### src/design/tslf_pkg.sv
`timescale 1ns / 1ps
// ----------------------------------------------------------------------------
// tslf_pkg
// shared constants, types and character codes of the line formatter
// ----------------------------------------------------------------------------
package tslf_pkg;

  localparam int unsigned NUMBER_DIGITS = 6;
  localparam int unsigned REND_MAX      = 4;
  localparam int unsigned MAX_BYTES     = NUMBER_DIGITS + 1 + REND_MAX;
  localparam int unsigned LEN_W         = $clog2(MAX_BYTES + 1);
  localparam int unsigned IDX_W         = $clog2(MAX_BYTES);
  localparam int unsigned BCD_W         = 4 * NUMBER_DIGITS;
  localparam int unsigned QDEPTH        = 2;
  localparam int unsigned QPTR_W        = $clog2(QDEPTH);
  localparam int unsigned QCNT_W        = $clog2(QDEPTH + 1);
  localparam int unsigned ADDR_W        = 5;

  // register indexes
  localparam logic [2:0] REG_NUMBER_MODE = 3'd0;
  localparam logic [2:0] REG_SQUEEZE     = 3'd1;
  localparam logic [2:0] REG_SHOW_NP     = 3'd2;
  localparam logic [2:0] REG_SHOW_ENDS   = 3'd3;
  localparam logic [2:0] REG_SHOW_TABS   = 3'd4;

  // numbering modes
  localparam logic [1:0] NUM_NONE         = 2'd0;
  localparam logic [1:0] NUM_ALL          = 2'd1;
  localparam logic [1:0] NUM_NONBLANK     = 2'd2;
  localparam logic [1:0] NUM_NONBLANK_ALT = 2'd3;

  // character codes
  localparam logic [7:0] CH_TAB    = 8'd9;
  localparam logic [7:0] CH_LF     = 8'd10;
  localparam logic [7:0] CH_SPACE  = 8'd32;
  localparam logic [7:0] CH_DOLLAR = 8'd36;
  localparam logic [7:0] CH_DASH   = 8'd45;
  localparam logic [7:0] CH_ZERO   = 8'd48;
  localparam logic [7:0] CH_QMARK  = 8'd63;
  localparam logic [7:0] CH_I      = 8'd73;
  localparam logic [7:0] CH_M      = 8'd77;
  localparam logic [7:0] CH_CARET  = 8'd94;
  localparam logic [7:0] CH_TILDE  = 8'd126;
  localparam logic [7:0] CH_DEL    = 8'd127;
  localparam logic [7:0] CH_HI_PR  = 8'd160;
  localparam logic [7:0] CH_FF     = 8'd255;
  localparam logic [7:0] OFS_CTRL  = 8'd64;
  localparam logic [7:0] OFS_META  = 8'd128;

  typedef logic [NUMBER_DIGITS-1:0][3:0] bcd_t;
  localparam bcd_t BCD_ONE = {{(BCD_W-1){1'b0}}, 1'b1};

  typedef struct packed {
    logic [1:0] number_mode;
    logic       squeeze_en;
    logic       show_nonprinting;
    logic       mark_ends;
    logic       mark_tabs;
  } cfg_t;

  // one job: the bytes caused by one input word, first byte at index 0
  typedef struct packed {
    logic [MAX_BYTES-1:0][7:0] bytes;
    logic [LEN_W-1:0]          len;
  } job_t;

endpackage

### src/design/tslf_if.sv
`timescale 1ns / 1ps
// ----------------------------------------------------------------------------
// tslf_in_if / tslf_out_if
// valid/ready channels carrying raw and formatted bytes
// ----------------------------------------------------------------------------
interface tslf_in_if;
  logic       valid;
  logic       ready;
  logic [7:0] in_byte;

  modport source (output valid, output in_byte, input ready);
  modport sink (input valid, input in_byte, output ready);
endinterface

interface tslf_out_if;
  logic       valid;
  logic       ready;
  logic [7:0] out_byte;
  logic       run_last;

  modport source (output valid, output out_byte, output run_last, input ready);
  modport sink (input valid, input out_byte, input run_last, output ready);
endinterface

### src/design/tslf_front.sv
`timescale 1ns / 1ps
// ----------------------------------------------------------------------------
// tslf_front
// classifies each input word, keeps line state and builds the output job
// ----------------------------------------------------------------------------
module tslf_front (
  input  logic              clk_i,
  input  logic              rst_ni,
  input  tslf_pkg::cfg_t    cfg_i,
  input  logic              in_valid_i,
  input  logic [7:0]        in_byte_i,
  output logic              in_ready_o,
  input  logic              q_full_i,
  output logic              push_o,
  output tslf_pkg::job_t    job_o
);
  import tslf_pkg::*;

  logic at_ls_q, at_ls_d;
  logic prev_blank_q, prev_blank_d;
  bcd_t count_q, count_d;

  logic       accept;
  logic       blank;
  logic       squeeze;
  logic       numbered;
  logic [REND_MAX-1:0][7:0] rend;
  logic [LEN_W-1:0]         rlen;
  logic [NUMBER_DIGITS-1:0][7:0] digit_ch;
  bcd_t       count_inc;
  logic       all_nines;

  assign in_ready_o = !q_full_i;
  assign accept     = in_valid_i && !q_full_i;
  assign blank      = (in_byte_i == CH_LF);
  assign squeeze    = at_ls_q && cfg_i.squeeze_en && blank && prev_blank_q;
  assign numbered   = at_ls_q && (cfg_i.number_mode[1] ? !blank
                                                       : (cfg_i.number_mode == NUM_ALL));
  assign push_o     = accept && !squeeze;

  // number digits, most significant first, leading zeros as spaces
  always_comb begin
    logic seen;
    seen = 1'b0;
    for (int d = NUMBER_DIGITS - 1; d >= 0; d--) begin
      if (seen || count_q[d] != 4'd0 || d == 0) begin
        seen = 1'b1;
        digit_ch[NUMBER_DIGITS-1-d] = CH_ZERO + {4'd0, count_q[d]};
      end else begin
        digit_ch[NUMBER_DIGITS-1-d] = CH_SPACE;
      end
    end
  end

  // saturating decimal increment
  always_comb begin
    logic carry;
    carry     = 1'b1;
    all_nines = 1'b1;
    for (int d = 0; d < NUMBER_DIGITS; d++) begin
      if (count_q[d] != 4'd9) all_nines = 1'b0;
    end
    for (int d = 0; d < NUMBER_DIGITS; d++) begin
      if (carry && count_q[d] >= 4'd9) begin
        count_inc[d] = 4'd0;
      end else if (carry) begin
        count_inc[d] = count_q[d] + 4'd1;
        carry        = 1'b0;
      end else begin
        count_inc[d] = count_q[d];
      end
    end
  end

  // rendering of the byte itself
  always_comb begin
    rend = '0;
    rlen = LEN_W'(1);
    if (cfg_i.mark_tabs && in_byte_i == CH_TAB) begin
      rend[0] = CH_CARET;
      rend[1] = CH_I;
      rlen    = LEN_W'(2);
    end else if (blank) begin
      if (cfg_i.mark_ends) begin
        rend[0] = CH_DOLLAR;
        rend[1] = CH_LF;
        rlen    = LEN_W'(2);
      end else begin
        rend[0] = CH_LF;
      end
    end else if (cfg_i.show_nonprinting && in_byte_i != CH_TAB &&
                 (in_byte_i < CH_SPACE || in_byte_i > CH_TILDE)) begin
      if (in_byte_i < CH_SPACE) begin
        rend[0] = CH_CARET;
        rend[1] = in_byte_i + OFS_CTRL;
        rlen    = LEN_W'(2);
      end else if (in_byte_i == CH_DEL) begin
        rend[0] = CH_CARET;
        rend[1] = CH_QMARK;
        rlen    = LEN_W'(2);
      end else begin
        rend[0] = CH_M;
        rend[1] = CH_DASH;
        if (in_byte_i < CH_HI_PR) begin
          rend[2] = CH_CARET;
          rend[3] = in_byte_i - OFS_CTRL;
          rlen    = LEN_W'(4);
        end else if (in_byte_i == CH_FF) begin
          rend[2] = CH_CARET;
          rend[3] = CH_QMARK;
          rlen    = LEN_W'(4);
        end else begin
          rend[2] = in_byte_i - OFS_META;
          rlen    = LEN_W'(3);
        end
      end
    end else begin
      rend[0] = in_byte_i;
    end
  end

  // job assembly: optional number and tab, then the rendered bytes
  always_comb begin
    job_o.bytes = '0;
    for (int p = 0; p < MAX_BYTES; p++) begin
      if (numbered) begin
        if (p < NUMBER_DIGITS) begin
          job_o.bytes[p] = digit_ch[p];
        end else if (p == NUMBER_DIGITS) begin
          job_o.bytes[p] = CH_TAB;
        end else begin
          job_o.bytes[p] = rend[p-NUMBER_DIGITS-1];
        end
      end else if (p < REND_MAX) begin
        job_o.bytes[p] = rend[p];
      end
    end
    job_o.len = numbered ? rlen + LEN_W'(NUMBER_DIGITS + 1) : rlen;
  end

  always_comb begin
    at_ls_d      = at_ls_q;
    prev_blank_d = prev_blank_q;
    count_d      = count_q;
    if (push_o) begin
      at_ls_d = blank;
      if (at_ls_q) prev_blank_d = blank;
      if (numbered && !all_nines) count_d = count_inc;
    end
  end

  always_ff @(posedge clk_i or negedge rst_ni) begin
    if (!rst_ni) begin
      at_ls_q      <= 1'b1;
      prev_blank_q <= 1'b0;
      count_q      <= BCD_ONE;
    end else begin
      at_ls_q      <= at_ls_d;
      prev_blank_q <= prev_blank_d;
      count_q      <= count_d;
    end
  end

endmodule

### src/design/tslf_queue.sv
`timescale 1ns / 1ps
// ----------------------------------------------------------------------------
// tslf_queue
// short job queue between front and back
// ----------------------------------------------------------------------------
module tslf_queue (
  input  logic           clk_i,
  input  logic           rst_ni,
  input  logic           push_i,
  input  tslf_pkg::job_t job_i,
  output logic           full_o,
  input  logic           pop_i,
  output logic           empty_o,
  output tslf_pkg::job_t head_o
);
  import tslf_pkg::*;

  job_t              mem_q [QDEPTH];
  logic [QPTR_W-1:0] wr_q, wr_d, rd_q, rd_d;
  logic [QCNT_W-1:0] cnt_q, cnt_d;

  assign full_o  = (cnt_q == QCNT_W'(QDEPTH));
  assign empty_o = (cnt_q == '0);
  assign head_o  = mem_q[rd_q];

  always_comb begin
    wr_d  = push_i ? wr_q + QPTR_W'(1) : wr_q;
    rd_d  = pop_i ? rd_q + QPTR_W'(1) : rd_q;
    cnt_d = cnt_q;
    if (push_i && !pop_i) cnt_d = cnt_q + QCNT_W'(1);
    else if (!push_i && pop_i) cnt_d = cnt_q - QCNT_W'(1);
  end

  always_ff @(posedge clk_i) begin
    if (push_i) mem_q[wr_q] <= job_i;
  end

  always_ff @(posedge clk_i or negedge rst_ni) begin
    if (!rst_ni) begin
      wr_q  <= '0;
      rd_q  <= '0;
      cnt_q <= '0;
    end else begin
      wr_q  <= wr_d;
      rd_q  <= rd_d;
      cnt_q <= cnt_d;
    end
  end

endmodule

### src/design/tslf_back.sv
`timescale 1ns / 1ps
// ----------------------------------------------------------------------------
// tslf_back
// serialises the head job into output words through an output register
// ----------------------------------------------------------------------------
module tslf_back (
  input  logic           clk_i,
  input  logic           rst_ni,
  input  logic           empty_i,
  input  tslf_pkg::job_t head_i,
  output logic           pop_o,
  output logic           out_valid_o,
  output logic [7:0]     out_byte_o,
  output logic           run_last_o,
  input  logic           out_ready_i
);
  import tslf_pkg::*;

  logic             valid_q, valid_d;
  logic [7:0]       byte_q, byte_d;
  logic             last_q, last_d;
  logic [IDX_W-1:0] idx_q, idx_d;
  logic             load;
  logic             is_last;

  assign load    = !valid_q || out_ready_i;
  assign is_last = (LEN_W'(idx_q) + LEN_W'(1)) == head_i.len;
  assign pop_o   = load && !empty_i && is_last;

  always_comb begin
    valid_d = valid_q;
    byte_d  = byte_q;
    last_d  = last_q;
    idx_d   = idx_q;
    if (load) begin
      valid_d = !empty_i;
      if (!empty_i) begin
        byte_d = head_i.bytes[idx_q];
        last_d = is_last;
        idx_d  = is_last ? '0 : idx_q + IDX_W'(1);
      end
    end
  end

  always_ff @(posedge clk_i or negedge rst_ni) begin
    if (!rst_ni) begin
      valid_q <= 1'b0;
      idx_q   <= '0;
    end else begin
      valid_q <= valid_d;
      idx_q   <= idx_d;
    end
  end

  always_ff @(posedge clk_i) begin
    byte_q <= byte_d;
    last_q <= last_d;
  end

  assign out_valid_o = valid_q;
  assign out_byte_o  = byte_q;
  assign run_last_o  = last_q;

endmodule

### src/design/text_stream_line_formatter.sv
`timescale 1ns / 1ps
// ----------------------------------------------------------------------------
// text_stream_line_formatter
// line numbering, blank squeezing and visible rendering of a byte stream
// ----------------------------------------------------------------------------
//  channel  | dir | handshake       | payload
//  ---------+-----+-----------------+---------------------------
//  in_i     | in  | valid / ready   | in_byte
//  out_o    | out | valid / ready   | out_byte, run_last
//  apb      | in  | psel / penable  | paddr, pwdata, prdata
//
//  a raw word is taken whenever the job queue has room; the back end sends
//  one output word per cycle while the receiver is ready, so plain text
//  flows at one word a cycle and a word that expands to n bytes holds the
//  source while its bytes go out once the two-entry queue has filled
//  reset is asynchronous active low; there is no clearing pass
//  the output register lets the next word be accepted while a word waits
// ----------------------------------------------------------------------------
module text_stream_line_formatter (
  input  logic                        clk_i,
  input  logic                        rst_ni,
  tslf_in_if.sink                     in_i,
  tslf_out_if.source                  out_o,
  input  logic                        psel,
  input  logic                        penable,
  input  logic                        pwrite,
  input  logic [tslf_pkg::ADDR_W-1:0] paddr,
  input  logic [31:0]                 pwdata,
  output logic [31:0]                 prdata,
  output logic                        pready
);
  import tslf_pkg::*;

  cfg_t       cfg_q, cfg_d;
  logic       wr_en;
  logic [2:0] reg_idx;

  logic push, pop, full, empty;
  job_t job_in, job_head;

  // register file, word aligned
  assign pready  = 1'b1;
  assign reg_idx = paddr[4:2];
  assign wr_en   = psel && penable && pwrite;

  always_comb begin
    cfg_d = cfg_q;
    if (wr_en) begin
      unique case (reg_idx)
        REG_NUMBER_MODE: cfg_d.number_mode      = pwdata[1:0];
        REG_SQUEEZE:     cfg_d.squeeze_en       = pwdata[0];
        REG_SHOW_NP:     cfg_d.show_nonprinting = pwdata[0];
        REG_SHOW_ENDS:   cfg_d.mark_ends        = pwdata[0];
        REG_SHOW_TABS:   cfg_d.mark_tabs        = pwdata[0];
        default:         cfg_d = cfg_q;
      endcase
    end
  end

  always_comb begin
    prdata = '0;
    unique case (reg_idx)
      REG_NUMBER_MODE: prdata = {30'd0, cfg_q.number_mode};
      REG_SQUEEZE:     prdata = {31'd0, cfg_q.squeeze_en};
      REG_SHOW_NP:     prdata = {31'd0, cfg_q.show_nonprinting};
      REG_SHOW_ENDS:   prdata = {31'd0, cfg_q.mark_ends};
      REG_SHOW_TABS:   prdata = {31'd0, cfg_q.mark_tabs};
      default:         prdata = '0;
    endcase
  end

  always_ff @(posedge clk_i or negedge rst_ni) begin
    if (!rst_ni) begin
      cfg_q <= '0;
    end else begin
      cfg_q <= cfg_d;
    end
  end

  // front: line state, numbering and rendering decisions
  tslf_front u_front (
    .clk_i      (clk_i),
    .rst_ni     (rst_ni),
    .cfg_i      (cfg_q),
    .in_valid_i (in_i.valid),
    .in_byte_i  (in_i.in_byte),
    .in_ready_o (in_i.ready),
    .q_full_i   (full),
    .push_o     (push),
    .job_o      (job_in)
  );

  // decouples the front from a stalled or busy back end
  tslf_queue u_queue (
    .clk_i   (clk_i),
    .rst_ni  (rst_ni),
    .push_i  (push),
    .job_i   (job_in),
    .full_o  (full),
    .pop_i   (pop),
    .empty_o (empty),
    .head_o  (job_head)
  );

  // back: one output word per cycle from the head job while the receiver is ready
  tslf_back u_back (
    .clk_i       (clk_i),
    .rst_ni      (rst_ni),
    .empty_i     (empty),
    .head_i      (job_head),
    .pop_o       (pop),
    .out_valid_o (out_o.valid),
    .out_byte_o  (out_o.out_byte),
    .run_last_o  (out_o.run_last),
    .out_ready_i (out_o.ready)
  );

endmodule

### src/flat_wrapper.sv
// flat-port wrapper written by rule: the top's interface ports become plain ports
module text_stream_line_formatter_flat import tslf_pkg::*;
  (clk_i, rst_ni, psel, penable, pwrite, paddr, pwdata, prdata, pready, in_i_valid, in_i_in_byte, in_i_ready, out_o_valid, out_o_out_byte, out_o_run_last, out_o_ready);
  tslf_in_if in_i_i ();
  tslf_out_if out_o_i ();
  input  logic clk_i;
  input  logic rst_ni;
  input  logic psel;
  input  logic penable;
  input  logic pwrite;
  input  logic [tslf_pkg::ADDR_W-1:0] paddr;
  input  logic [31:0] pwdata;
  output logic [31:0] prdata;
  output logic pready;
  input wire logic [$bits(in_i_i.valid)-1:0] in_i_valid;
  input wire logic [$bits(in_i_i.in_byte)-1:0] in_i_in_byte;
  output wire logic [$bits(in_i_i.ready)-1:0] in_i_ready;
  output wire logic [$bits(out_o_i.valid)-1:0] out_o_valid;
  output wire logic [$bits(out_o_i.out_byte)-1:0] out_o_out_byte;
  output wire logic [$bits(out_o_i.run_last)-1:0] out_o_run_last;
  input wire logic [$bits(out_o_i.ready)-1:0] out_o_ready;
  assign in_i_i.valid = in_i_valid;
  assign in_i_i.in_byte = in_i_in_byte;
  assign in_i_ready = in_i_i.ready;
  assign out_o_valid = out_o_i.valid;
  assign out_o_out_byte = out_o_i.out_byte;
  assign out_o_run_last = out_o_i.run_last;
  assign out_o_i.ready = out_o_ready;
  text_stream_line_formatter u_core (.clk_i(clk_i), .rst_ni(rst_ni), .in_i(in_i_i), .out_o(out_o_i), .psel(psel), .penable(penable), .pwrite(pwrite), .paddr(paddr), .pwdata(pwdata), .prdata(prdata), .pready(pready));
endmodule
### config.mk
export PLATFORM = sky130hd
export DESIGN_NAME = text_stream_line_formatter_flat
export DESIGN_NICKNAME = d
export VERILOG_FILES = /design/src/design/tslf_pkg.sv /design/src/design/tslf_if.sv /design/src/design/tslf_front.sv /design/src/design/tslf_queue.sv /design/src/design/tslf_back.sv /design/src/design/text_stream_line_formatter.sv /design/src/flat_wrapper.sv
export SDC_FILE = /design/constraint.sdc
export NUM_CORES = 1
export LEC_CHECK = 0
export ABC_CLOCK_PERIOD_IN_PS = 14700
export BUFFER_PORTS_ARGS = -buffer_cell sky130_fd_sc_hd__buf_2
export CAP_MARGIN = 5
export CORE_ASPECT_RATIO = 1.2
export CORE_UTILIZATION = 64
export DETAILED_ROUTE_END_ITERATION = 10
export GPL_TIMING_DRIVEN = 0
export PLACE_DENSITY = 0.85
export RECOVER_POWER = 100
export SYNTH_ARGS = -nofsm -noshare
export SYNTH_HDL_FRONTEND = slang
export SYNTH_SLANG_ARGS = --single-unit
### constraint.sdc
create_clock -name clk_i -period 14.7 [get_ports clk_i]
set_input_delay 1.47 -clock clk_i [delete_from_list [all_inputs] [get_ports clk_i]]
set_output_delay 1.47 -clock clk_i [all_outputs]
set_load 0.05 [all_outputs]
==> PnR_summary.wiki, run 1 <==
{| class="wikitable"
! Metric !! Value
|-
| First-pass iteration count of the detailed router || 6
|-
| DP HPWL || 16.2 mm
|-
| Count of hold-fix buffers inserted at cts || 0
|-
| Largest driver fanout on the critical path || 40
|-
| Number of maximum-capacitance constraint violations || 5
|-
| Depth of the CTS H-tree || 1
|-
| Cell area after synthesis || about 0.01 mm²
|-
| Cells along the critical path || clkbuf_1 > inv_1 > ha_1 > nor4b_1 > nand2_1 > o21ai_0 > inv_1 > and2_0 > clkbuf_1
|-
| Hold_ws || between 0.4 and 0.5 ns
|-
| Row count || approximately 50
|-
| Antenna diode count || 0
|-
| Worst rel slew slack || -77.1%
|-
| Post-CTS Repair Setup Buffers || 0
|-
| Starting density of the core || between 60 and 70%
|-
| Share of synthesized flip-flops with an asynchronous set or reset || 19.9%
|-
| Post-synthesis sequential area ratio || 59.7%
|-
| Post-route cell area || 0.0112 mm²
|-
| Count of distinct cell types in the synthesized netlist || 69
|-
| Final-layout setup total negative slack || 0 ns
|-
| Worst-case reg-to-reg path depth || 6
|-
| Port-buffer cells || 27
|-
| Number of sinks on the clock net || 206
|-
| Global-route wire length before repair || between 30 and 40 mm
|-
| Count of final max-slew check failures || 190
|-
| Power density over the cells || 178 mW/mm²
|-
| Net count reported at finish || ~940
|-
| Number of buffers created by CTS || 21
|-
| Placer's final routability congestion estimate || 0.921
|-
| Worst clock skew || 0.0101 ns
|-
| DR vias || about 6800
|-
| Run status || finished with violations
|-
| Setup repair after global routing missed its margin || false
|-
| Most frequently used flop master after synthesis || sky130_fd_sc_hd__edfxtp_1
|-
| Final period utilization || 47.2%
|-
| CP bufs+invs || 4
|-
| Initial antenna violation count || 0
|-
| Number of logic stages on the critical path including buffering || 9
|-
| Post-synthesis cell count || 770
|-
| Actual transition at the worst max-transition pin || 2.65 ns
|-
| CTS root buf || sky130_fd_sc_hd__clkbuf_16
|-
| Max frequency || 0.144 GHz
|-
| Slowest stage cell on the critical path || sky130_fd_sc_hd__and2_0
|-
| Count of final setup violators || 0
|-
| Clock network latency to the later pin of the worst-skew pair || 0.49 ns
|-
| Number of design rule violations left after detail routing || 0
|-
| Synthesis Warnings || 0
|-
| Total core area || about 0.015 mm²
|-
| Synthesis-to-finish area growth || 11.7%
|-
| Worst Path Required || 14.77 ns
|-
| Worst setup slack before clock tree synthesis || between 9 and 10 ns
|-
| Total track usage || 30.2%
|-
| Worst setup path class || in -> reg
|-
| CTS clock-pin slew for the worst setup and hold paths || 0.06 ns
|-
| Post-route ant nets || 0
|-
| Fill cell count || 938
|-
| HP Class || reg -> reg
|-
| Post-synthesis area per instance || 13.0 µm²
|-
| Synth Register Bits || 206
|-
| Final hold viol count || 0
|-
| CTS resizes || 0
|-
| Leak pwr || 4.29 nW
|-
| Minimum period implied by the final worst setup slack || about 7 ns
|-
| Horizontal die dimension || approximately 120 µm
|-
| Nature of the critical path startpoint || input pin
|-
| Clock tree from TritonCTS || yes
|-
| First DRT Iteration DRCs || 827
|-
| Post-synth EDFFs || 165
|-
| Area post-placement || 0.0106 mm²
|-
| Floorplan die area || 0.0162 mm²
|-
| Ratio of cells with drive above 1 in the final layout || ~15%
|-
| Failing checks || max-capacitance violations, max-slew violations
|-
| Chip height || roughly 140 µm
|-
| Top-level I/O count || 96
|-
| CTS Buffer Depth || 3
|-
| Worst VDD drop || 0.117 mV
|-
| Post-layout utilization of the core || 74.0%
|-
| Final routed wire length divided by cell count || 21.9 µm
|-
| Hold path cells || 1
|-
| CP endpoint kind || flip-flop
|-
| Via count of the first global-routing pass || 6791
|-
| CP Data Arrival Time || about 7.0 ns
|-
| GRT overflow || 0
|-
| Final wirelength || 23.5 mm
|-
| Crit path largest cell delay || between 1.5 and 2 ns
|-
| Largest delay share family, worst path || buffers and inverters
|-
| Pin count of the biggest net entering global routing || 42
|-
| Via/cell ratio || around 6.4
|-
| Minimum setup slack in the final design || 7.76 ns
|}
==> Yosys cell counts (3+ instances only) <==
library cell | number | area (µm²)
sky130_fd_sc_hd__and2_1 | 15 | 93.8
sky130_fd_sc_hd__nor3_1 | 16 | 80.1
sky130_fd_sc_hd__o211ai_1 | 3 | 22.5
sky130_fd_sc_hd__and3_1 | 5 | 31.3
sky130_fd_sc_hd__a21o_1 | 4 | 30.0
sky130_fd_sc_hd__o31ai_1 | 8 | 60.1
sky130_fd_sc_hd__nor2_1 | 72 | 270
sky130_fd_sc_hd__nand3b_1 | 3 | 22.5
sky130_fd_sc_hd__inv_1 | 30 | 113
sky130_fd_sc_hd__mux2_2 | 11 | 124
sky130_fd_sc_hd__nor2b_1 | 3 | 18.8
sky130_fd_sc_hd__or4b_4 | 3 | 41.3
sky130_fd_sc_hd__o2bb2ai_1 | 3 | 26.3
sky130_fd_sc_hd__dfrtp_1 | 39 | 976
sky130_fd_sc_hd__ha_1 | 30 | 375
sky130_fd_sc_hd__mux2i_1 | 30 | 300
sky130_fd_sc_hd__nand2b_1 | 11 | 68.8
sky130_fd_sc_hd__edfxtp_1 | 165 | 4950
sky130_fd_sc_hd__clkbuf_1 | 26 | 97.6
sky130_fd_sc_hd__xor2_1 | 5 | 43.8
sky130_fd_sc_hd__buf_2 | 6 | 30.0
sky130_fd_sc_hd__o311ai_0 | 3 | 26.3
sky130_fd_sc_hd__a21oi_1 | 25 | 125
sky130_fd_sc_hd__buf_4 | 31 | 233
sky130_fd_sc_hd__nor3b_1 | 4 | 30.0
sky130_fd_sc_hd__o22ai_1 | 11 | 68.8
sky130_fd_sc_hd__nand3_1 | 19 | 95.1
sky130_fd_sc_hd__xnor2_1 | 8 | 70.1
sky130_fd_sc_hd__o21ai_0 | 45 | 225
sky130_fd_sc_hd__nor4_1 | 3 | 18.8
sky130_fd_sc_hd__a31oi_1 | 7 | 43.8
sky130_fd_sc_hd__mux4_2 | 31 | 698
sky130_fd_sc_hd__nand2_1 | 50 | 188
sky130_fd_sc_hd__nand4_1 | 3 | 18.8
==> routing by layer <==
layer	up-vias	part of all wire [%]	routed length, µm	global-route usage [%]
met5	-	0	0	0
met4	0	3.1	732	11.9
met3	67	7.8	1850	5.11
met2	384	51	11900	50.3
met1	3390	38	9040	39.3
li1	2979	-	-	-
==> where the power goes <==
part	switching (W)	internal, W
clock	0.000219	0.000326
combinational	0.000393	0.000222
sequential	0.0000418	0.000798
total	0.000653	0.00135
==> flip-flops by register name (all words and copies together), names as in the netlist <==
signal                       flops
u_core.cfg_q                     6
u_core.u_back.idx_q              4
u_core.u_back.run_last_o         1
u_core.u_front.prev_blank_q      1
u_core.u_queue.mem_q           156
u_core.u_front.at_ls_q           1
u_core.u_front.count_q          24
u_core.u_queue.rd_q              1
u_core.u_back.out_byte_o         8
u_core.u_queue.wr_q              1
u_core.u_queue.cnt_q             2
u_core.u_back.out_valid_o        1
==> cells by family after synthesis <==
| group | synth area share (%) |
|---|---|
| xor+xnor | 1.14 |
| simple gates | 11.3 |
| fa+ha+maj | 3.74 |
| buf+inv | 4.83 |
| flops | 59.7 |
| mux | 11.2 |
| compound gates | 8.06 |
| other cells | 0.0749 |
==> stage by stage <==
step / power (W) / instances
floorplan: 0.00130 / 803
CTS: 0.00201 / 1074
global placement: 0.00144 / 1034
global route: 0.00207 / 1074
finish: 0.00200 / 1074
detailed placement: 0.00147 / 1037
==> placed cells by master (no fill, tap or decap), types with 4 or more instances in the layout <==
cell                        count
sky130_fd_sc_hd__edfxtp_1     165
sky130_fd_sc_hd__nor2_1        72
sky130_fd_sc_hd__clkbuf_1      53
sky130_fd_sc_hd__nand2_1       50
sky130_fd_sc_hd__o21ai_0       45
sky130_fd_sc_hd__dfrtp_1       39
sky130_fd_sc_hd__conb_1        35
sky130_fd_sc_hd__mux4_2        31
sky130_fd_sc_hd__buf_4         31
sky130_fd_sc_hd__inv_1         30
sky130_fd_sc_hd__mux2i_1       30
sky130_fd_sc_hd__ha_1          30
sky130_fd_sc_hd__a21oi_1       25
sky130_fd_sc_hd__clkbuf_16     21
sky130_fd_sc_hd__nand3_1       19
sky130_fd_sc_hd__nor3_1        17
sky130_fd_sc_hd__buf_2         13
sky130_fd_sc_hd__and2_0        12
sky130_fd_sc_hd__nand2b_1      11
sky130_fd_sc_hd__o22ai_1       11
sky130_fd_sc_hd__mux2_2        11
sky130_fd_sc_hd__o31ai_1        8
sky130_fd_sc_hd__a31oi_1        8
sky130_fd_sc_hd__xnor2_1        8
sky130_fd_sc_hd__clkinv_2       6
sky130_fd_sc_hd__a21o_1         5
sky130_fd_sc_hd__and3_1         5
sky130_fd_sc_hd__xor2_1         5
sky130_fd_sc_hd__and2_1         4
sky130_fd_sc_hd__nor3b_1        4
sky130_fd_sc_hd__nor4_1         4
==> final cells by class <==
cell class,instances,area (µm²),area share [%]
sequential,206,5980,53.4
multi-input combinational,501,3650,32.6
clock buffer,26,564,5.04
buffer,65,362,3.23
tap,204,255,2.28
clock inverter,11,136,1.22
timing repair buffer,30,128,1.14
inverter,31,116,1.04
==> final timing paths <==
check	from	endpoint	slack, ns
max	in_i_in_byte[6]	u_core.u_queue.mem_q[1][46]	7.76
min reg2reg	u_core.u_queue.wr_q	u_core.u_queue.wr_q	0.50
max in group asynchronous	rst_ni	u_core.u_front.prev_blank_q	11.62
min in group asynchronous	rst_ni	u_core.u_front.count_q[12]	1.69
max reg2reg	u_core.u_queue.cnt_q[0]	u_core.u_queue.mem_q[1][46]	9.22
min	u_core.u_queue.wr_q	u_core.u_queue.wr_q	0.50
Note: power is estimated with default switching activity, not from simulation.
==> inputs of run 2 (changes only) <==
--- a/config.mk
+++ b/config.mk
@@ -5,14 +5,14 @@
 export SDC_FILE = /design/constraint.sdc
 export NUM_CORES = 1
 export LEC_CHECK = 0
-export ABC_CLOCK_PERIOD_IN_PS = 14700
+export ABC_CLOCK_PERIOD_IN_PS = 5900
 export BUFFER_PORTS_ARGS = -buffer_cell sky130_fd_sc_hd__buf_2
 export CAP_MARGIN = 5
 export CORE_ASPECT_RATIO = 1.2
-export CORE_UTILIZATION = 64
+export CORE_UTILIZATION = 54
 export DETAILED_ROUTE_END_ITERATION = 10
 export GPL_TIMING_DRIVEN = 0
-export PLACE_DENSITY = 0.85
+export PLACE_DENSITY = 0.77
 export RECOVER_POWER = 100
 export SYNTH_ARGS = -nofsm -noshare
 export SYNTH_HDL_FRONTEND = slang
==> constraint.sdc (replaced) <==
create_clock -name clk_i -period 5.9 [get_ports clk_i]
set_input_delay 0.59 -clock clk_i [delete_from_list [all_inputs] [get_ports clk_i]]
set_output_delay 0.59 -clock clk_i [all_outputs]
set_load 0.05 [all_outputs]
==> run 2 against run 1 <==
Net effect:
- the flow still finishes with violations (max-capacitance violations, max-slew violations)
- flip-flop and latch count did not move
- combinational power increased to 2.6 times the previous value
- utilization down 12 points
- final cell count increased by 1.9%
- global-route usage is 5.8 points lower
- die area is 18% higher
- via count is 3.4% lower
- setup slack got worse by 6.2 ns
==> PnR_summary.wiki, run 2 (synthesis results as in run 1) <==
{| class="wikitable"
! Metric !! Value
|-
| Failing checks || max-capacitance violations, max-slew violations
|-
| Fraction of power spent switching nets || 33.0% (+0.33 points)
|-
| Worst-case reg-to-reg path depth || 9 (+3)
|-
| DP HPWL || 15.7 mm (-2.9%)
|-
| CTS Buffer Depth || 3 (unchanged)
|-
| Hold_ws || 0.330 ns (-0.167 ns)
|-
| CTS clock-pin slew for the worst setup and hold paths || 0.06 ns (about the same)
|-
| Worst rel slew slack || -65.7% (+11 points)
|-
| Final wirelength || 22.8 mm (-3.1%)
|-
| Total core area || 0.0182 mm² (+20%)
|-
| Antenna diode count || 0 (unchanged)
|-
| Fill cell count || 1403 (+50%)
|-
| Synthesis-to-finish area growth || 11.9%
|-
| Largest delay share family, worst path || buffers and inverters
|-
| Count of final max-slew check failures || 92 (-52%)
|-
| Cells along the critical path || clkbuf_1 > clkbuf_1 > clkbuf_1 > clkbuf_1 > clkbuf_1 > mux2i_1 > o22ai_1 > a21oi_1 > o22ai_1
|-
| Number of design rule violations left after detail routing || 0 (unchanged)
|-
| Actual transition at the worst max-transition pin || 2.48 ns (-0.169 ns)
|-
| Timing startpoint of the critical path || u_core.u_queue.rd_q
|-
| Count of hold-fix buffers inserted at cts || 0 (unchanged)
|-
| Setup repair after global routing missed its margin || false
|-
| Crit path largest cell delay || 0.71 ns (-1.25 ns)
|-
| Final Power || 0.00494 W (+150%)
|-
| Internal power of the cells || 0.00331 W (+150%)
|-
| Placer's final routability congestion estimate || 0.911 (-1.1%)
|-
| CP Data Arrival Time || 4.58 ns (-2.43 ns)
|-
| Final period utilization || 73.8%
|-
| CP endpoint kind || flip-flop
|-
| HP Class || in -> reg
|-
| Highest-count cells in the layout ignoring fill and taps || sky130_fd_sc_hd__edfxtp_1, sky130_fd_sc_hd__nor2_1, sky130_fd_sc_hd__clkbuf_1, sky130_fd_sc_hd__nand2_1, sky130_fd_sc_hd__o21ai_0
|-
| Via/cell ratio || 6.02 (-5.1%)
|-
| Starting density of the core || 55.2% (-11 points)
|-
| Clock network latency to the later pin of the worst-skew pair || 0.49 ns (about the same)
|-
| Final routed wire length divided by cell count || 20.9 µm (-4.9%)
|-
| First-pass iteration count of the detailed router || 6 (unchanged)
|-
| Count of final setup violators || 0 (unchanged)
|-
| Post-route cell area || 0.0112 mm² (+0.19%)
|-
| Top-level I/O count || 96 (unchanged)
|-
| Reg-to-Reg Start || u_core.u_queue.rd_q
|-
| Post-route ant nets || 0 (unchanged)
|-
| Number of maximum-capacitance constraint violations || 3 (-2)
|-
| CP bufs+invs || 5 (+1)
|-
| Initial antenna violation count || 0 (unchanged)
|-
| Post-CTS Repair Setup Buffers || 0 (unchanged)
|-
| GRT overflow || 0 (unchanged)
|-
| Global-route wire length before repair || 35.2 mm (-4.0%)
|-
| Net count reported at finish || 938 (unchanged)
|-
| Flip-flop count of the largest register, all copies and words added || 156 (unchanged)
|-
| Worst setup path class || reg -> reg
|-
| Ratio of cells with drive above 1 in the final layout || 14.6% (-0.46 points)
|-
| Number of buffers created by CTS || 21 (unchanged)
|-
| Part of the total power dissipated in the clock network || 26.2% (-1.0 points)
|-
| Row count || 54 (+10%)
|-
| Most common library cell in the layout ignoring fill and taps || sky130_fd_sc_hd__edfxtp_1
|-
| Combinational group share of total power || 31.8% (+1.1 points)
|-
| Number of logic stages on the critical path including buffering || 9 (unchanged)
|-
| CTS root buf || sky130_fd_sc_hd__clkbuf_16
|-
| Area post-placement || 0.0106 mm² (+0.31%)
|-
| Horizontal die dimension || 126 µm (+8.7%)
|-
| Port-buffer cells || 27 (unchanged)
|-
| Max frequency || 0.230 GHz
|-
| Number of sinks on the clock net || 206 (unchanged)
|-
| DR vias || 6590 (-3.4%)
|-
| Nature of the critical path startpoint || flip-flop
|-
| Reg2Reg Setup Slack || 1.54 ns (-7.68 ns)
|-
| Floorplan die area || 0.0191 mm² (+18%)
|-
| First DRT Iteration DRCs || 597 (-28%)
|-
| Worst Path Required || 6.13 ns (-8.64 ns)
|-
| Power density over the cells || 441 mW/mm² (+150%)
|-
| Clock tree from TritonCTS || yes
|-
| Sequential share of power || 42.0% (about the same)
|-
| Final hold viol count || 0 (unchanged)
|-
| Leak pwr || 4.30 nW (+0.23%)
|-
| Minimum period implied by the final worst setup slack || 4.36 ns
|-
| Via count of the first global-routing pass || 6311 (-7.1%)
|-
| Hold path cells || 2 (+1)
|-
| Chip height || 151 µm (+8.7%)
|-
| Run status || finished with violations
|-
| Largest driver fanout on the critical path || 10 (-75%)
|-
| Total track usage || 24.4% (-5.8 points)
|-
| Register with the most flip-flops || u_core.u_queue.mem_q
|-
| Worst clock skew || 0.0115 ns (+0.00139 ns)
|-
| Switching power summed over all nets || 0.00163 W (+150%)
|-
| Pin count of the biggest net entering global routing || 49 (+17%)
|-
| Slowest stage cell on the critical path || sky130_fd_sc_hd__clkbuf_1
|-
| Depth of the CTS H-tree || 1 (unchanged)
|-
| Crit-path most repeated cell || sky130_fd_sc_hd__clkbuf_1
|-
| Worst VDD drop || 0.393 mV (+240%)
|-
| Worst Hold Launch || pwdata[1]
|-
| Post-layout utilization of the core || 61.7% (-12 points)
|-
| CTS resizes || 0 (unchanged)
|}
==> run 2: changes by cell type in the layout (fill, tap and decap cells not counted), sizes merged <==
| cell | before | now |
|---|---|---|
| buf | 45 | 48 |
| bufinv | 3 | 2 |
| clkbuf | 76 | 72 |
| clkinv | 8 | 10 |
| clkinvlp | 1 | 0 |
| inv | 30 | 31 |
==> run 2: power by group through the flow <==
stage	Combinational (W)	Sequential (W)	Clock, W
floorplan	0.00103	0.00221	0
global placement	0.00151	0.00212	0
detailed placement	0.00158	0.00210	0
CTS	0.00160	0.00207	0.00131
global route	0.00168	0.00210	0.00136
finish	0.00157	0.00208	0.00130
==> run 2: worst register-to-register path, delay by kind of cell, from the launching register on <==
| kind | cells | cell delay (ns) |
|---|---|---|
| AOI/OAI and AO/OA | 3 | 0.42 |
| buffers and inverters | 5 | 3.07 |
| DFF | 1 | 0.32 |
| muxes | 1 | 0.27 |
==> run 2: worst paths after layout <==
kind,end
setup / recovery,u_core.u_back.out_byte_o[3]
hold / removal,u_core.cfg_q[5]
setup reg to reg,u_core.u_back.out_byte_o[3]
hold reg to reg,u_core.u_front.prev_blank_q
max in group asynchronous,u_core.u_front.count_q[20]
min in group asynchronous,u_core.u_back.idx_q[0]
==> run 2: metrics by stage <==
step / setup slack, ns / instances / TNS [ns]
final: 1.54 / 1094 / 0
after global routing: 1.14 / 1094 / 0
after CTS: 2.42 / 1094 / 0
after detailed placement: 2.14 / 1057 / 0
after global placement: -1.61 / 1054 / -124.66
after floorplan: 0.645 / 803 / 0
==> run 2: cell type report <==
| cell class | count | area (µm²) | share of cell area, % |
|---|---|---|---|
| clock buffer | 25 | 551 | 4.91 |
| sequential | 206 | 5980 | 53.3 |
| multi-input combinational | 501 | 3630 | 32.3 |
| buffer | 65 | 362 | 3.22 |
| clock inverter | 12 | 115 | 1.03 |
| timing repair buffer | 30 | 184 | 1.64 |
| tap | 224 | 280 | 2.50 |
| inverter | 31 | 116 | 1.04 |
==> run 2: routing by layer <==
metal	vias to the layer above	global-route usage [%]	part of all wire, %
met5	-	0	0
met4	0	10.4	3.8
met3	68	2.93	6.1
met2	301	42.0	50
met1	3239	31.5	40
li1	2982	-	-
==> inputs of run 3 (changes only) <==
--- a/config.mk
+++ b/config.mk
@@ -5,14 +5,14 @@
 export SDC_FILE = /design/constraint.sdc
 export NUM_CORES = 1
 export LEC_CHECK = 0
-export ABC_CLOCK_PERIOD_IN_PS = 5900
+export ABC_CLOCK_PERIOD_IN_PS = 4300
 export BUFFER_PORTS_ARGS = -buffer_cell sky130_fd_sc_hd__buf_2
 export CAP_MARGIN = 5
 export CORE_ASPECT_RATIO = 1.2
-export CORE_UTILIZATION = 54
+export CORE_UTILIZATION = 60
 export DETAILED_ROUTE_END_ITERATION = 10
 export GPL_TIMING_DRIVEN = 0
-export PLACE_DENSITY = 0.77
+export PLACE_DENSITY = 0.81
 export RECOVER_POWER = 100
 export SYNTH_ARGS = -nofsm -noshare
 export SYNTH_HDL_FRONTEND = slang
==> constraint.sdc (replaced) <==
create_clock -name clk_i -period 4.3 [get_ports clk_i]
set_input_delay 0.43 -clock clk_i [delete_from_list [all_inputs] [get_ports clk_i]]
set_output_delay 0.43 -clock clk_i [all_outputs]
set_load 0.05 [all_outputs]
==> run 3 against run 2 <==
Net effect:
- the run still ends with max-capacitance violations, max-slew violations left
- setup slack worse by 1.1 ns
- die area down 9.9%
- flip-flop and latch count unchanged
- final area down 0.55%
- largest cell class unchanged
- utilization up 6.8 points
- worst hold slack worse by 0.16 ns
==> PnR_summary.wiki, run 3 (synthesis results as in run 1) <==
{| class="wikitable"
! Metric !! Value
|-
| Number of buffers created by CTS || 20 (-4.8%)
|-
| Net count reported at finish || 937 (-0.11%)
|-
| Max frequency || around 0.26 GHz
|-
| HP Class || in -> reg
|-
| Worst-case reg-to-reg path depth || 8 (-1)
|-
| CTS root buf || sky130_fd_sc_hd__clkbuf_16
|-
| Largest driver fanout on the critical path || 10 (unchanged)
|-
| Run status || finished with violations
|-
| Number of design rule violations left after detail routing || 0 (unchanged)
|-
| Initial antenna violation count || 0 (unchanged)
|-
| Met3 routed wirelength || 1.76 mm (+25%)
|-
| CP endpoint kind || flip-flop
|-
| Row count || 51 (-5.6%)
|-
| Nature of the critical path startpoint || input pin
|-
| First-pass iteration count of the detailed router || 6 (unchanged)
|-
| Synthesis-to-finish area growth || 11.3%
|-
| Leak pwr || 4.28 nW (-0.45%)
|-
| CTS resizes || 0 (unchanged)
|-
| DP HPWL || 16.0 mm (+1.6%)
|-
| Minimum setup slack in the final design || 0.427 ns (-1.12 ns)
|-
| Horizontal die dimension || 120 µm (-5.0%)
|-
| Post-route ant nets || 0 (unchanged)
|-
| CP Data Arrival Time || 4.05 ns (-0.53 ns)
|-
| Worst rel slew slack || -59.2% (+6.4 points)
|-
| Total track usage || 27.4% (+3.0 points)
|-
| Port-buffer cells || 27 (unchanged)
|-
| Hold_ws || 0.171 ns (-0.159 ns)
|-
| Global-route wire length before repair || 35.9 mm (+2.0%)
|-
| Count of final setup violators || 0 (unchanged)
|-
| Count of hold-fix buffers inserted at cts || 0 (unchanged)
|-
| Register with the most flip-flops || u_core.u_queue.mem_q
|-
| Floorplan die area || 0.0172 mm² (-9.9%)
|-
| Clock network latency to the later pin of the worst-skew pair || 0.49 ns (about the same)
|-
| Starting density of the core || 61.6% (+6.5 points)
|-
| Count of final max-slew check failures || 58 (-37%)
|-
| Hold path cells || 2 (unchanged)
|-
| Fill cell count || 1108 (-21%)
|-
| Setup repair after global routing missed its margin || false
|-
| Top-level I/O count || 96 (unchanged)
|-
| Final-layout setup total negative slack || 0 ns (unchanged)
|-
| Clock tree from TritonCTS || yes
|-
| Worst setup path class || in -> reg
|-
| Placer's final routability congestion estimate || 0.959 (+5.3%)
|-
| Worst Path Required || 4.48 ns (-1.65 ns)
|-
| Minimum period implied by the final worst setup slack || roughly 3.9 ns
|-
| Uppermost layer routed || met4
|-
| Ratio of cells with drive above 1 in the final layout || 14.4% (-0.21 points)
|-
| Number of sinks on the clock net || 206 (unchanged)
|-
| Actual transition at the worst max-transition pin || 2.39 ns (-0.0963 ns)
|-
| CTS Buffer Depth || 3 (unchanged)
|-
| DR vias || 6703 (+1.7%)
|-
| Routed wl met2 || 11.7 mm (+2.3%)
|-
| Flip-flop count of the largest register, all copies and words added || 156 (unchanged)
|-
| Worst clock skew || 0.0102 ns (-0.00129 ns)
|-
| Worst VDD drop || 0.364 mV (-7.5%)
|-
| Most common library cell in the layout ignoring fill and taps || sky130_fd_sc_hd__edfxtp_1
|-
| Highest-count cells in the layout ignoring fill and taps || sky130_fd_sc_hd__edfxtp_1, sky130_fd_sc_hd__nor2_1, sky130_fd_sc_hd__clkbuf_1, sky130_fd_sc_hd__nand2_1, sky130_fd_sc_hd__o21ai_0
|-
| Final period utilization || 90.1%
|-
| Pin count of the biggest net entering global routing || 50 (+2.0%)
|-
| Chip height || 144 µm (-5.1%)
|-
| Via count of the first global-routing pass || 6602 (+4.6%)
|-
| Total core area || 0.0163 mm² (-10%)
|-
| Failing checks || max-capacitance violations, max-slew violations
|-
| Final routed wire length divided by cell count || 21.1 µm (+1.2%)
|-
| Final wirelength || 22.8 mm (about the same)
|-
| GRT overflow || 0 (unchanged)
|-
| First DRT Iteration DRCs || 977 (+64%)
|-
| Worst setup slack before clock tree synthesis || 0.693 ns (-1.45 ns)
|-
| Post-layout utilization of the core || 68.6% (+6.8 points)
|-
| Depth of the CTS H-tree || 1 (unchanged)
|-
| M1 wire length || 8.66 mm (-5.3%)
|-
| CTS clock-pin slew for the worst setup and hold paths || 0.06 ns (about the same)
|-
| Antenna diode count || 0 (unchanged)
|-
| Via/cell ratio || 6.20 (+2.9%)
|-
| Power density over the cells || 595 mW/mm² (+35%)
|-
| Number of maximum-capacitance constraint violations || 2 (-1)
|-
| Final hold viol count || 0 (unchanged)
|-
| Post-CTS Repair Setup Buffers || 0 (unchanged)
|}
## run 3: cell types whose count changed in the layout (fill, tap and decap cells not counted)
cell	before	now
sky130_fd_sc_hd__buf_2	13	16
sky130_fd_sc_hd__and2_1	3	4
sky130_fd_sc_hd__clkbuf_8	1	3
sky130_fd_sc_hd__inv_6	1	0
sky130_fd_sc_hd__clkinv_4	1	0
sky130_fd_sc_hd__clkinv_2	6	3
sky130_fd_sc_hd__clkinv_1	3	4
sky130_fd_sc_hd__and2_0	13	12
sky130_fd_sc_hd__bufinv_16	2	0
## run 3: worst paths after layout
path	start	end	slack [ns]
setup / recovery	in_i_in_byte[6]	u_core.u_queue.mem_q[1][17]	0.43
hold / removal	pwdata[1]	u_core.cfg_q[5]	0.17
setup reg to reg	u_core.u_front.count_q[20]	u_core.u_queue.mem_q[1][36]	0.58
hold reg to reg	u_core.u_front.prev_blank_q	u_core.u_front.prev_blank_q	0.49
max in group asynchronous	rst_ni	u_core.u_front.count_q[12]	2.26
min in group asynchronous	rst_ni	u_core.u_queue.rd_q	0.65
## run 3: layout make-up
cell class / count / area (µm²) / area share, %
multi-input combinational: 501 / 3630 / 32.5
buffer: 65 / 365 / 3.27
sequential: 206 / 5980 / 53.6
clock inverter: 6 / 26.3 / 0.235
inverter: 31 / 116 / 1.04
timing repair buffer: 30 / 184 / 1.65
tap: 212 / 265 / 2.38
clock buffer: 30 / 589 / 5.28
## run 3: metal layers
layer | global-route usage (%) | vias up
li1 | - | 2979
met1 | 35.4 | 3285
met2 | 47.0 | 379
met3 | 3.93 | 60
met4 | 10.5 | 0
met5 | 0 | -
## run 3: worst max-delay path, stage by stage
cell,delay (ns)
sky130_fd_sc_hd__clkbuf_1,0.16
sky130_fd_sc_hd__inv_1,0.17
sky130_fd_sc_hd__ha_1,0.25
sky130_fd_sc_hd__or4b_1,0.57
sky130_fd_sc_hd__nor3_1,0.78
sky130_fd_sc_hd__a21o_1,0.48
sky130_fd_sc_hd__clkbuf_1,0.43
sky130_fd_sc_hd__clkbuf_1,0.49
sky130_fd_sc_hd__o21ai_0,0.28
## run 3: report_power, final
part	leakage, nW	internal (W)	switching (W)
combinational	1.90	0.000801	0.00133
clock	0.304	0.000945	0.000705
sequential	2.08	0.00271	0.000143
total	4.28	0.00445	0.00218
## run 3: stage by stage
step	power, W	std cells	cell area (µm²)
2_1_floorplan	0.00445	803	10200
3_3_place_gp	0.00491	1042	10600
3_5_place_dp	0.00502	1045	10600
4_1_cts	0.00666	1081	11200
5_1_grt	0.00690	1081	11200
6_report	0.00663	1081	11200
